`src/rtl/ffha_pkg.sv`:
```
// ----------------------------------------------------------------------------
// ffha_pkg
// Shared types, codes and helpers of the first-fit heap allocator.
// ----------------------------------------------------------------------------
package ffha_pkg;

  localparam int HEAP_BYTES_DEF      = 16384;
  localparam int MIN_SPLIT_BYTES_DEF = 16;
  localparam int PTR_W               = 14;
  localparam int CHUNK_W             = 15;
  localparam int OFF_W               = 16;   // byte offsets and block sizes
  localparam int WORD_W              = 32;

  localparam logic [CHUNK_W-1:0] CHUNK_RESET = 15'd4096;

  localparam logic OP_ALLOC = 1'b0;
  localparam logic OP_FREE  = 1'b1;

  localparam logic [1:0] ST_OK  = 2'd0;
  localparam logic [1:0] ST_IGN = 2'd1;
  localparam logic [1:0] ST_OOM = 2'd2;

  localparam logic [1:0] CMD_NULL  = 2'd0;
  localparam logic [1:0] CMD_ALLOC = 2'd1;
  localparam logic [1:0] CMD_FREE  = 2'd2;

  typedef struct packed {
    logic             operation;
    logic [PTR_W-1:0] request_bytes;
    logic [PTR_W-1:0] block_pointer;
  } in_item_t;

  typedef struct packed {
    logic [1:0]       status;
    logic [PTR_W-1:0] result_pointer;
  } out_item_t;

  typedef struct packed {
    logic [1:0]       kind;
    logic [OFF_W-1:0] need;
    logic [PTR_W-1:0] ptr;
  } cmd_t;

  // Header or footer word: size with the low three bits replaced by the flag.
  function automatic logic [WORD_W-1:0] pack_word(input logic [OFF_W-1:0] size,
                                                  input logic alloc);
    pack_word = {16'b0, size[OFF_W-1:3], 2'b00, alloc};
  endfunction

endpackage

```
`src/rtl/ffha_front.sv`:
```
// ----------------------------------------------------------------------------
// ffha_front
// Accepts request words, sorts them into null, allocate and free commands,
// pads allocate sizes and queues the commands for the heap engine.
// ----------------------------------------------------------------------------
module ffha_front
  import ffha_pkg::*;
(
  input  logic     clk,
  input  logic     rst_n,
  input  logic     in_valid,
  output logic     in_ready,
  input  in_item_t in_data,
  output logic     q_valid,
  output cmd_t     q_data,
  input  logic     q_pop
);

  cmd_t       fifo_r [2];
  logic       wr_ptr_r, wr_ptr_nxt;
  logic       rd_ptr_r, rd_ptr_nxt;
  logic [1:0] count_r, count_nxt;
  cmd_t       cmd;
  logic       push;

  always_comb begin
    cmd.ptr  = in_data.block_pointer;
    cmd.need = (in_data.request_bytes <= 14'd8) ? 16'd16 :
               ((OFF_W'(in_data.request_bytes) + 16'd15) & ~16'd7);
    if (in_data.operation == OP_ALLOC) begin
      cmd.kind = (in_data.request_bytes == '0) ? CMD_NULL : CMD_ALLOC;
    end else begin
      cmd.kind = (in_data.block_pointer == '0) ? CMD_NULL : CMD_FREE;
    end
  end

  assign in_ready = (count_r != 2'd2);
  assign push     = in_valid && in_ready;
  assign q_valid  = (count_r != 2'd0);
  assign q_data   = fifo_r[rd_ptr_r];

  always_comb begin
    wr_ptr_nxt = push ? ~wr_ptr_r : wr_ptr_r;
    rd_ptr_nxt = q_pop ? ~rd_ptr_r : rd_ptr_r;
    count_nxt  = count_r + 2'(push) - 2'(q_pop);
  end

  always_ff @(posedge clk) begin
    if (!rst_n) begin
      wr_ptr_r <= 1'b0;
      rd_ptr_r <= 1'b0;
      count_r  <= 2'd0;
    end else begin
      wr_ptr_r <= wr_ptr_nxt;
      rd_ptr_r <= rd_ptr_nxt;
      count_r  <= count_nxt;
    end
  end

  always_ff @(posedge clk) begin
    if (push) begin
      fifo_r[wr_ptr_r] <= cmd;
    end
  end

endmodule

```
`config.mk`:
```
export PLATFORM = sky130hd
export DESIGN_NAME = ffha_front
export DESIGN_NICKNAME = d
export VERILOG_FILES = /design/src/rtl/ffha_pkg.sv /design/src/rtl/ffha_front.sv
export SDC_FILE = /design/constraint.sdc
export NUM_CORES = 1
export LEC_CHECK = 0
export BUFFER_PORTS_ARGS = -buffer_cell sky130_fd_sc_hd__clkbuf_2
export CAP_MARGIN = 20
export CORE_ASPECT_RATIO = 1.25
export CORE_MARGIN = 2
export CORE_UTILIZATION = 52
export DETAILED_ROUTE_END_ITERATION = 10
export MAX_ROUTING_LAYER = met4
export PLACE_DENSITY = 0.84
export SYNTH_ARGS = -nofsm -noshare
export SYNTH_HDL_FRONTEND = slang
export SYNTH_SLANG_ARGS = --single-unit
```
`constraint.sdc`:
```
create_clock -name clk -period 1.86 [get_ports clk]
set_input_delay 0.372 -clock clk [delete_from_list [all_inputs] [get_ports clk]]
set_output_delay 0.372 -clock clk [all_outputs]
set_load 0.1 [all_outputs]
```
# == Yosys cells after proc, flatten, opt, wreduce, memory -nomap -nowiden ==
# Memories as Yosys holds them, arrays and structs flattened. A register that Yosys moved wholly into a read port is not among the register bits.
# Cells that the tools add are included.
# op_classes
n_addsub,3
n_lt_le_gt_ge,1
n_eq_ne,1
muxes,8
bitwise,2
n_reduce_logical,4
# ops
op,count
logical NOT 14 bit,2
"adder 14 x 4 -> 15 bit, second input constant",1
2-to-1 mux 15 bit,1
"less-or-equal comparator 14 x 4 -> 1 bit, second input constant",1
2-to-1 mux 1 bit,5
2-to-1 mux 2 bit,2
adder 2 x 1 -> 2 bit,1
"!= test 2 bit, second input constant",1
inverter 1 bit,2
nonzero test 2 bit,1
subtractor 2 x 1 -> 2 bit,1
logical AND 1 bit,1
# totals
register_bits,4
mem_bits_rw,62
input_bits,33
memories,1
# memory_table
memory,words,width,rd,rd_clocked_by_memory_dff,write_ports,line_no,text
fifo_r,2,31,1,1,1,ffha_front.sv:19,cmd_t fifo_r [2];

# == Depth between registers and ports, before layout ==
# Gate-level depths: netlist of run 1.
# logic_depth
depth_word,4
depth_mapped,7

# == Worst setup path after synthesis of run 1 ==
# Ideal clock, no wire load.
# synth_path
kind,reg-to-reg
from,register count_r[0]
to,memory fifo_r[1][0] (netlist bit) (enable)
arrival_ps,2039
slack_ps,-566
stages_incl_launch_ff,3
path_cell_list,dfxtp_1 -> nand2b_1 -> and3_1
# synth_between
elab_chain_cells,4
# synth_rtl
item,line_no,text
"start, declared",ffha_front.sv:22,"logic [1:0] count_r, count_nxt;"
"start signal, assigned",ffha_front.sv:56,count_r <= count_nxt;
!= test 2 bit,ffha_front.sv:37,assign in_ready = (count_r != 2'd2);
net in_ready,ffha_front.sv:12,"output logic in_ready,"
logical AND 1 bit,ffha_front.sv:38,assign push = in_valid && in_ready;
2-to-1 mux 1 bit,ffha_front.sv:61,if (push) begin
2-to-1 mux 1 bit (implied by the code),ffha_front.sv:62,fifo_r[wr_ptr_r] <= cmd;
"end, declared",ffha_front.sv:19,
# The timed path passes the listed nets, and every way through them passes these cells.

==> impl_metrics.tcl, run 1 <==
set metrics [dict create \
    critPathBufInv 2 \
    grt-ovfl-total 0 \
    synth.area.top_cells "edfxtp_1, mux2_2, dfxtp_1" \
    place.gp.congestion 0.8118 \
    die_area_mm2 0.005524 \
    r2r_start "count_r[0]" \
    ys_ff_latch 61 \
    io_buffers 62 \
    critical_path.max_stage_delay_ns 0.38 \
    skew_ns 0.004101 \
    syn_to_final_growth_pct 41.38 \
    fin_cells 297 \
    syn_area_mm2 0.002570 \
    drc 0 \
    ctsHoldBuffers 0 \
    track_usage 0.1956 \
    grt_max_degree 29 \
    end_kind "primary output" \
    numCtsBuffers 9 \
    diodes 0 \
    antenna_found_initial 0 \
    clkPwrFrac 0.237 \
    hp-start "in_data[1]" \
    cts_max_level 3 \
    yosys-top-cells-count "edfxtp_1, mux2_2, xnor2_1" \
    drtIter0Drc 45 \
    synth_warnings 0 \
    synth_edf_count 56 \
    slew_headroom 0.6381 \
    dp_cells 281 \
    drive_above_1_share 0.4937 \
    core_area_mm2 0.004765 \
    power.share.sequential 0.354 \
    die_height_um 82.60 \
    rows 28 \
    drv_slew 0 \
    postPlaceCellArea_mm2 0.003412 \
    synthArstFlopShare 0 \
    fin_hold_ws_ns 0.2524 \
    crit_top_cell "buf_12" \
    yosysSeqAreaShare 0.6933 \
    crit_required_ns 1.49 \
    finalWorstSetupSlack_ns 0.07347 \
    crit_cells 3 \
    p_int_uw 3130 \
    vdd_drop_max_v 0.001134 \
    ff2ff_path_depth 6 \
    drv_cap 0 \
    dp_slack_ns 0.1210 \
    final_cell_area_mm2 0.003633 \
    critPathKind "reg -> out" \
    crit_family "multiplexers" \
    cts_tree "built" \
    cts-root-buf "clkbuf_8" \
    crit_path_max_fanout 17 \
    setup_viol 0 \
    cts_sinks 61 \
    rsz0062_at_grt "false" \
    post_cts_buffers 0 \
    grt_pass1_wl_um 7334 \
    viasPerCell 5.313 \
    clk-insertion-delay-late_ns 0.32 \
    worstPathArrival_ns 1.41 \
    worst_hold_path.num_cells 1 \
    worstPathCellList "buf_12, mux2_2, buf_12" \
    max_freq_mhz 559.7 \
    period_share 0.9605 \
    pwr-share-comb 0.409 \
    dr_total_vias 1578 \
    wl_per_cell_um 15.85 \
    synth_ff_type "edfxtp_1" \
    synth_cell_types 32 \
    place_hpwl_um 3443 \
    finalWirelength_um 4706 \
    n_fill_cell 299 \
    tightest_slew_ns 0.5452 \
    p_sw_uw 1897 \
    ioPinCount 67 \
    hold_class "in -> reg" \
    finalHoldViolations 0 \
    die-width_um 66.88 \
    clockBufferDepth 2 \
    start_kind "flip-flop" \
    fin_nets 267 \
    cellPowerDensity_mw_per_mm2 1383 \
    min_period_ns 1.787 \
    switching_share 0.3773 \
    syn_inst 157 \
    drt.antenna.violating_nets 0 \
    status "finished clean" \
    yosysMostFrequentCell "edfxtp_1" \
    start_util 0.5394 \
    syn_area_per_cell_um2 16.37 \
    cts.clk_slew.worst_paths_ns 0.06 \
    synth_top_area_share 0.6543 \
    fin_util 0.7626 \
    grt_pass1_vias 1571 \
    yosysTopAreaCell "edfxtp_1" \
    p_leak_uw 0.001384 \
    drtPass1Iterations 5 \
    cpMaxStageDelayCell "mux2_2" \
]
## cells by family (layout without fill, tap and decap cells)
group / after synthesis / after routing / share of synthesized area
AO/OA/AOI/OAI: 9 / 9 / 0.02970
multiplexers: 28 / 28 / 0.1227
XOR/XNOR: 12 / 12 / 0.04090
buffers and inverters: 12 / 89 / 0.02483
adder cells (fa/ha/maj): 2 / 2 / 0.009736
flip-flops: 61 / 61 / 0.6933
other: 1 / 4 / 0.001459
AND/OR/NAND/NOR: 32 / 32 / 0.07741
## cells in the final DEF (no fill, tap or decap), drive strengths merged
master     n
dfxtp      5
xnor2      9
buf       34
nand3b     1
nand2      3
o41ai      1
nor4       6
nor3       2
clkinvlp   1
a21oi      2
edfxtp    56
bufinv     2
or2        1
nand2b     2
clkbuf    43
mux2      28
inv        4
nor2       4
nand4      2
o31ai      1
a41oi      1
a21bo      1
and3       3
xor2       3
ha         2
o21ai      1
nand3      4
or4        3
conb       4
and2       1
clkinv     5
o41a       1
o21a       1
## sequential cells by signal, indices dropped and copies added (netlist names), named ones only
name	count
fifo_r	56
count_r	2
rd_ptr_r	1
wr_ptr_r	1
## worst reg2reg max path, stage by stage (launching register included)
cell,delay [ns]
dfxtp_1,0.34
nand2b_4,0.15
nand2_1,0.06
ha_1,0.26
inv_1,0.04
ha_1,0.26
and2_1,0.15
## area by class of cell
cell class | instances | area (um^2) | share of cell area
Timing Repair Buffer | 68 | 804.5 | 0.2214
Multi-Input combinational cell | 87 | 744.5 | 0.2049
Clock inverter | 7 | 80.08 | 0.02204
Sequential cell | 61 | 1783 | 0.4907
Inverter | 5 | 22.52 | 0.006198
Clock buffer | 9 | 123.9 | 0.03409
Tap cell | 60 | 75.07 | 0.02066
## power groups by stage
stage / clock (uW) / sequential, uW / combinational (uW)
2_1_floorplan: 0 / 1790 / 1380
3_3_place_gp: 0 / 1790 / 2040
3_5_place_dp: 0 / 1810 / 2060
4_1_cts: 1230 / 1780 / 2060
5_1_grt: 1280 / 1790 / 2130
6_report: 1190 / 1780 / 2060
## timing repair
item | 4_1_cts | 5_1_grt
endpoints found under the setup margin | 17 | 28
pin swaps | 0 | 0
resized for setup | 1 | 4
## final timing paths
| check | end | slack [ns] |
|---|---|---|
| worst min-delay path | fifo_r[1][1] | 0.25 |
| worst min register to register | flip-flop | 0.53 |
| worst max-delay path | q_data[23] | 0.07 |
| worst max register to register | count_r[0] | 0.51 |
## through the flow
| step | setup TNS (ns) | power, uW |
|---|---|---|
| after floorplan | 0 | 3170 |
| after global placement | 0 | 3826 |
| after detailed placement | 0 | 3865 |
| after CTS | -0.03214 | 5069 |
| after global routing | 0 | 5200 |
| final | 0 | 5027 |
## metal layers
layer / track usage / up-vias / share of wire
met5: - / - / 0
met4: 0.07959 / 0 / 0.0076
met3: 0.07724 / 4 / 0.069
met2: 0.3490 / 59 / 0.56
met1: 0.1872 / 764 / 0.36
li1: - / 751 / -
No activity file was read; power rests on OpenSTA's default activity.
==> run 2: changes to the inputs <==
--- a/config.mk
+++ b/config.mk
@@ -12,7 +12,7 @@
 export CORE_UTILIZATION = 52
 export DETAILED_ROUTE_END_ITERATION = 10
 export MAX_ROUTING_LAYER = met4
-export PLACE_DENSITY = 0.84
+export PLACE_DENSITY_LB_ADDON = 0.3
 export SYNTH_ARGS = -nofsm -noshare
 export SYNTH_HDL_FRONTEND = slang
 export SYNTH_SLANG_ARGS = --single-unit
==> run 2 against run 1 <==
  * Sequential share of layout area is 0.58 points higher
  * Register-to-register slack hardly changed
  * Flip-flop and latch count stayed put
  * Total power is 5.5% lower
  * Die area stayed put
  * Hold slack better by 0.0012 ns
  * Critical path depth stayed put
  * Clock skew hardly changed
  * Global-route usage is 0.10 points lower
  * Sequential power hardly changed
  * Clock power is 24% lower
  * First-iteration DRC count is 18% higher
  * Highest routed layer unchanged
==> impl_metrics.tcl, run 2 (synthesized netlist as in run 1, its figures left out) <==
set metrics [dict create \
    drc 0 \
    grt_pass1_wl_um 7424 \
    crit_family "flip-flops" \
    hold_class "in -> reg" \
    critPathBufInv 2 \
    drtPass1Iterations 4 \
    crit_cells 3 \
    setup-tns-final_ns 0 \
    viasPerCell 5.135 \
    p_int_uw 2881 \
    fin_hold_ws_ns 0.2536 \
    drive_above_1_share 0.4852 \
    cts_tree "built" \
    layout_common_cells "edfxtp_1, clkbuf_2, buf_12, mux2_2" \
    period_share 0.9595 \
    place_hpwl_um 3266 \
    critical_path.max_stage_delay_ns 0.38 \
    core_area_mm2 0.004765 \
    die-width_um 66.88 \
    crit_path_max_fanout 6 \
    track_usage 0.1946 \
    dr_total_vias 1525 \
    skew_ns 0.004559 \
    largest_reg_flops 56 \
    min_period_ns 1.785 \
    worst-r2r-setup-slack_ns 0.51 \
    syn_to_final_growth_pct 39.92 \
    start_util 0.5394 \
    ff2ff_path_depth 6 \
    grt_max_degree 29 \
    cts-root-buf "clkbuf_8" \
    end_kind "primary output" \
    antenna_found_initial 0 \
    setup_viol 0 \
    n_fill_cell 317 \
    drv_slew 0 \
    cts_sinks 61 \
    clockBufferDepth 2 \
    cts.clk_slew.worst_paths_ns 0.06 \
    clkPwrFrac 0.191 \
    wl_per_cell_um 15.41 \
    clk-insertion-delay-late_ns 0.32 \
    cpMaxStageDelayCell "dfxtp_4" \
    multiInputGateArea_um2 744.5 \
    tightest_slew_ns 0.5387 \
    rows 28 \
    diodes 0 \
    final_common_cell "edfxtp_1" \
    fin_nets 267 \
    max_freq_mhz 560.3 \
    drtIter0Drc 53 \
    r2r-end "count_r[0]" \
    worstHoldEndpoint "fifo_r[1][1]" \
    start_kind "flip-flop" \
    r2r_start "count_r[0]" \
    cellPowerDensity_mw_per_mm2 1321 \
    regArea_mm2 0.001785 \
    top_register "fifo_r" \
    p_leak_uw 0.001362 \
    switching_share 0.3937 \
    numCtsBuffers 9 \
    fin_cells 297 \
    reg_top3 "fifo_r: 56 flops, count_r: 2 flops" \
    worstPathCellList "buf_4, mux2_2, buf_12" \
    rsz0062_at_grt "false" \
    slew_headroom 0.6424 \
    finalHoldViolations 0 \
    worst_hold_path.num_cells 1 \
    ioPinCount 67 \
    critPathKind "reg -> out" \
    crit_required_ns 1.49 \
    io_buffers 62 \
    worstPathArrival_ns 1.41 \
    finalWirelength_um 4578 \
    status "finished clean" \
    die_height_um 82.60 \
    power.share.sequential 0.374 \
    pwr-share-comb 0.435 \
    vdd_drop_max_v 0.0008345 \
    dp_cells 280 \
    drt.antenna.violating_nets 0 \
    grt_pass1_vias 1627 \
    hp-start "in_data[1]" \
    cts_max_level 3 \
    die_area_mm2 0.005524 \
    place.gp.congestion 0.8425 \
    p_sw_uw 1871 \
    drv_cap 0 \
    grt-ovfl-total 0 \
]
==> run 2: per-stage QoR <==
| step | utilization | instance area, um^2 | setup WS (ns) | power, uW |
|---|---|---|---|---|
| after floorplan | - | 2594 | 0.2194 | 3170 |
| after global placement | 0.7172 | 3417 | 0.1689 | 3840 |
| after detailed placement | 0.7172 | 3417 | 0.1493 | 3871 |
| after CTS | 0.7497 | 3572 | 0.00004352 | 4784 |
| after global routing | 0.7547 | 3596 | 0.02560 | 4927 |
| final | 0.7547 | 3596 | 0.07540 | 4751 |
==> run 2: repair_timing <==
item                                    in CTS  in global routing
endpoints found under the setup margin      16                 28
buffers inserted                             0                  0
hold buffers                                 0                  0
cloned                                       0                  1
resized for setup                            1                  7
==> run 2: area by class of cell <==
class                           count  area share
Tap cell                           60     0.02088
Inverter                            5    0.006263
Sequential cell                    61      0.4965
Clock inverter                      3    0.003479
Clock buffer                       13     0.03862
Timing Repair Buffer               68      0.2272
Multi-Input combinational cell     87      0.2070
==> run 2: power by group through the flow <==
stage / Sequential, uW / Combinational, uW / Clock, uW
2_1_floorplan: 1790 / 1380 / 0
3_3_place_gp: 1790 / 2050 / 0
3_5_place_dp: 1810 / 2070 / 0
4_1_cts: 1780 / 2070 / 935
5_1_grt: 1790 / 2140 / 992
6_report: 1780 / 2070 / 907
==> run 2: worst max-delay path by stage <==
stage                      startpoint  slack (ns)             to
after floorplan             flip-flop        0.22     q_data[10]
after global placement    in_data[22]        0.17  fifo_r[1][29]
after detailed placement  in_data[22]        0.15  fifo_r[0][29]
after CTS                   flip-flop     0.00004      q_data[5]
after global routing        flip-flop        0.03     q_data[13]
final                       flip-flop        0.08      q_data[4]
==> run 2: per-layer routing <==
| layer | vias up | global-route usage | routed length [um] | share of wire |
|---|---|---|---|---|
| met3 | 4 | 0.05556 | 241 | 0.053 |
| li1 | 748 | - | - | - |
| met2 | 51 | 0.3470 | 2563 | 0.56 |
| met1 | 722 | 0.2005 | 1733 | 0.38 |
| met4 | 0 | 0.07959 | 40 | 0.0087 |
| met5 | - | - | 0 | 0 |
==> run 3: changes to the inputs <==
==> constraint.sdc (replaced) <==
create_clock -name clk -period 1.86 [get_ports clk]
set_input_delay 0.279 -clock clk [delete_from_list [all_inputs] [get_ports clk]]
set_output_delay 0.279 -clock clk [all_outputs]
set_load 0.1 [all_outputs]
==> run 3 against run 2 <==
  * First-iteration DRC count is 23% higher
  * Critical path depth stayed put
  * Flip-flop and latch count stayed put
  * Via count is 1.3% higher
  * Sequential share of layout area is 0.19 points lower
  * Cell area is 0.17% higher
  * Total power is 5.7% higher
  * Die area stayed put
  * Combinational power hardly changed
  * Non-clock buffer count is 2 lower
  * Register-to-register slack worse by 0.15 ns
  * Clock-buffer cell count is 3 lower
  * Largest power group unchanged
==> impl_metrics.tcl, run 3 (synthesized netlist as in run 1, its figures left out) <==
set metrics [dict create \
    status "finished clean" \
    drtPass1Iterations 4 \
    hp-start "in_data[2]" \
    vdd_drop_max_v 0.0009078 \
    die-width_um 66.88 \
    period_share 0.9427 \
    p_leak_uw 0.001372 \
    grtUsageMet3 0.05691 \
    syn_to_final_growth_pct 40.17 \
    worstPathArrival_ns 1.47 \
    skew_ns 0.003943 \
    post_cts_buffers 0 \
    drv_cap 0 \
    layout_common_cells "edfxtp_1, clkbuf_2, buf_12, mux2_2" \
    ctsHoldBuffers 0 \
    die_area_mm2 0.005524 \
    drive_above_1_share 0.4894 \
    end_kind "primary output" \
    power_uw 5022 \
    rows 28 \
    setup-tns-final_ns 0 \
    finalHoldViolations 0 \
    rsz0062_at_grt "false" \
    place.gp.congestion 0.8181 \
    place_hpwl_um 3254 \
    crit_required_ns 1.58 \
    cts_max_level 3 \
    crit_path_max_fanout 16 \
    cts-root-buf "clkbuf_8" \
    r2r_start "count_r[1]" \
    critPathKind "reg -> out" \
    drc 0 \
    antenna_found_initial 0 \
    track_usage 0.1934 \
    drv_slew 0 \
    viasPerCell 5.237 \
    io_buffers 62 \
    numCtsBuffers 9 \
    grt-ovfl-total 0 \
    drt.antenna.violating_nets 0 \
    drtIter0Drc 65 \
    final_common_cell "edfxtp_1" \
    cts.clk_slew.worst_paths_ns 0.06 \
    max_freq_mhz 570.3 \
    largest_reg_flops 56 \
    grt_pass1_wl_um 7182 \
    reg_top3 "fifo_r: 56 flops, count_r: 2 flops" \
    wl_per_cell_um 15.82 \
    clockBufferDepth 2 \
    grt_busiest_layer "met2" \
    finalWirelength_um 4667 \
    core_area_mm2 0.004765 \
    min_period_ns 1.753 \
    grt_util_met1 0.1952 \
    clk-insertion-delay-late_ns 0.33 \
    fin_nets 265 \
    slew_headroom 0.6417 \
    grt_max_degree 29 \
    dr_total_vias 1545 \
    cts_sinks 61 \
    cellPowerDensity_mw_per_mm2 1394 \
    die_height_um 82.60 \
    diodes 0 \
    setup_viol 0 \
    grt_pass1_vias 1558 \
    worst-r2r-setup-slack_ns 0.36 \
    hold_class "in -> reg" \
    top_register "fifo_r" \
    start_util 0.5394 \
    met2_usage 0.3330 \
    cts_resized 0 \
    cts_tree "built" \
    start_kind "flip-flop" \
    ioPinCount 67 \
    tightest_slew_ns 0.5316 \
]
[run 3: worst paths after layout]
kind	endpoint	cells after the start
max	q_data[19]	3
min reg2reg	rd_ptr_r	2
min	fifo_r[0][2]	1
max reg2reg	fifo_r[0][3]	4
[run 3: per-layer routing]
metal | part of all wire | vias to the layer above | wire (um)
met5 | 0 | - | 0
li1 | - | 747 | -
met3 | 0.054 | 6 | 252
met1 | 0.38 | 735 | 1782
met2 | 0.55 | 57 | 2573
met4 | 0.013 | 0 | 59
[run 3: per-stage QoR]
step / cell area [um^2] / util / hold WS [ns] / setup slack, ns / cells
global route: 3602 / 0.7560 / 0.1438 / 0.05829 / 295
global placement: 3397 / 0.7130 / 0.4846 / 0.2669 / 279
finish: 3602 / 0.7560 / 0.1603 / 0.1065 / 295
CTS: 3602 / 0.7560 / 0.1399 / 0.08658 / 295
floorplan: 2594 / - / 0.3779 / 0.2452 / 160
detailed placement: 3397 / 0.7130 / 0.4903 / 0.2398 / 279
[run 3: report_power, final]
| part | internal (uW) | switching [uW] |
|---|---|---|
| clock network | 740 | 458 |
| registers | 1720 | 55.2 |
| logic | 668 | 1380 |
| total | 3130 | 1890 |
[run 3: area by class of cell]
type | instances | area, um^2
fillers | 304 | 1162
clock inverters | 6 | 77.57
flip-flops and latches | 61 | 1782
repair buffers | 66 | 773.2
inverters | 5 | 22.52
well taps | 60 | 75.07
clock buffers | 10 | 127.6
multi-input cells | 87 | 744.5
[run 3: critical path, stage by stage, from the launching register on]
cell	delay (ns)
dfxtp_1	0.33
buf_4	0.25
mux2_2	0.40
buf_12	0.17
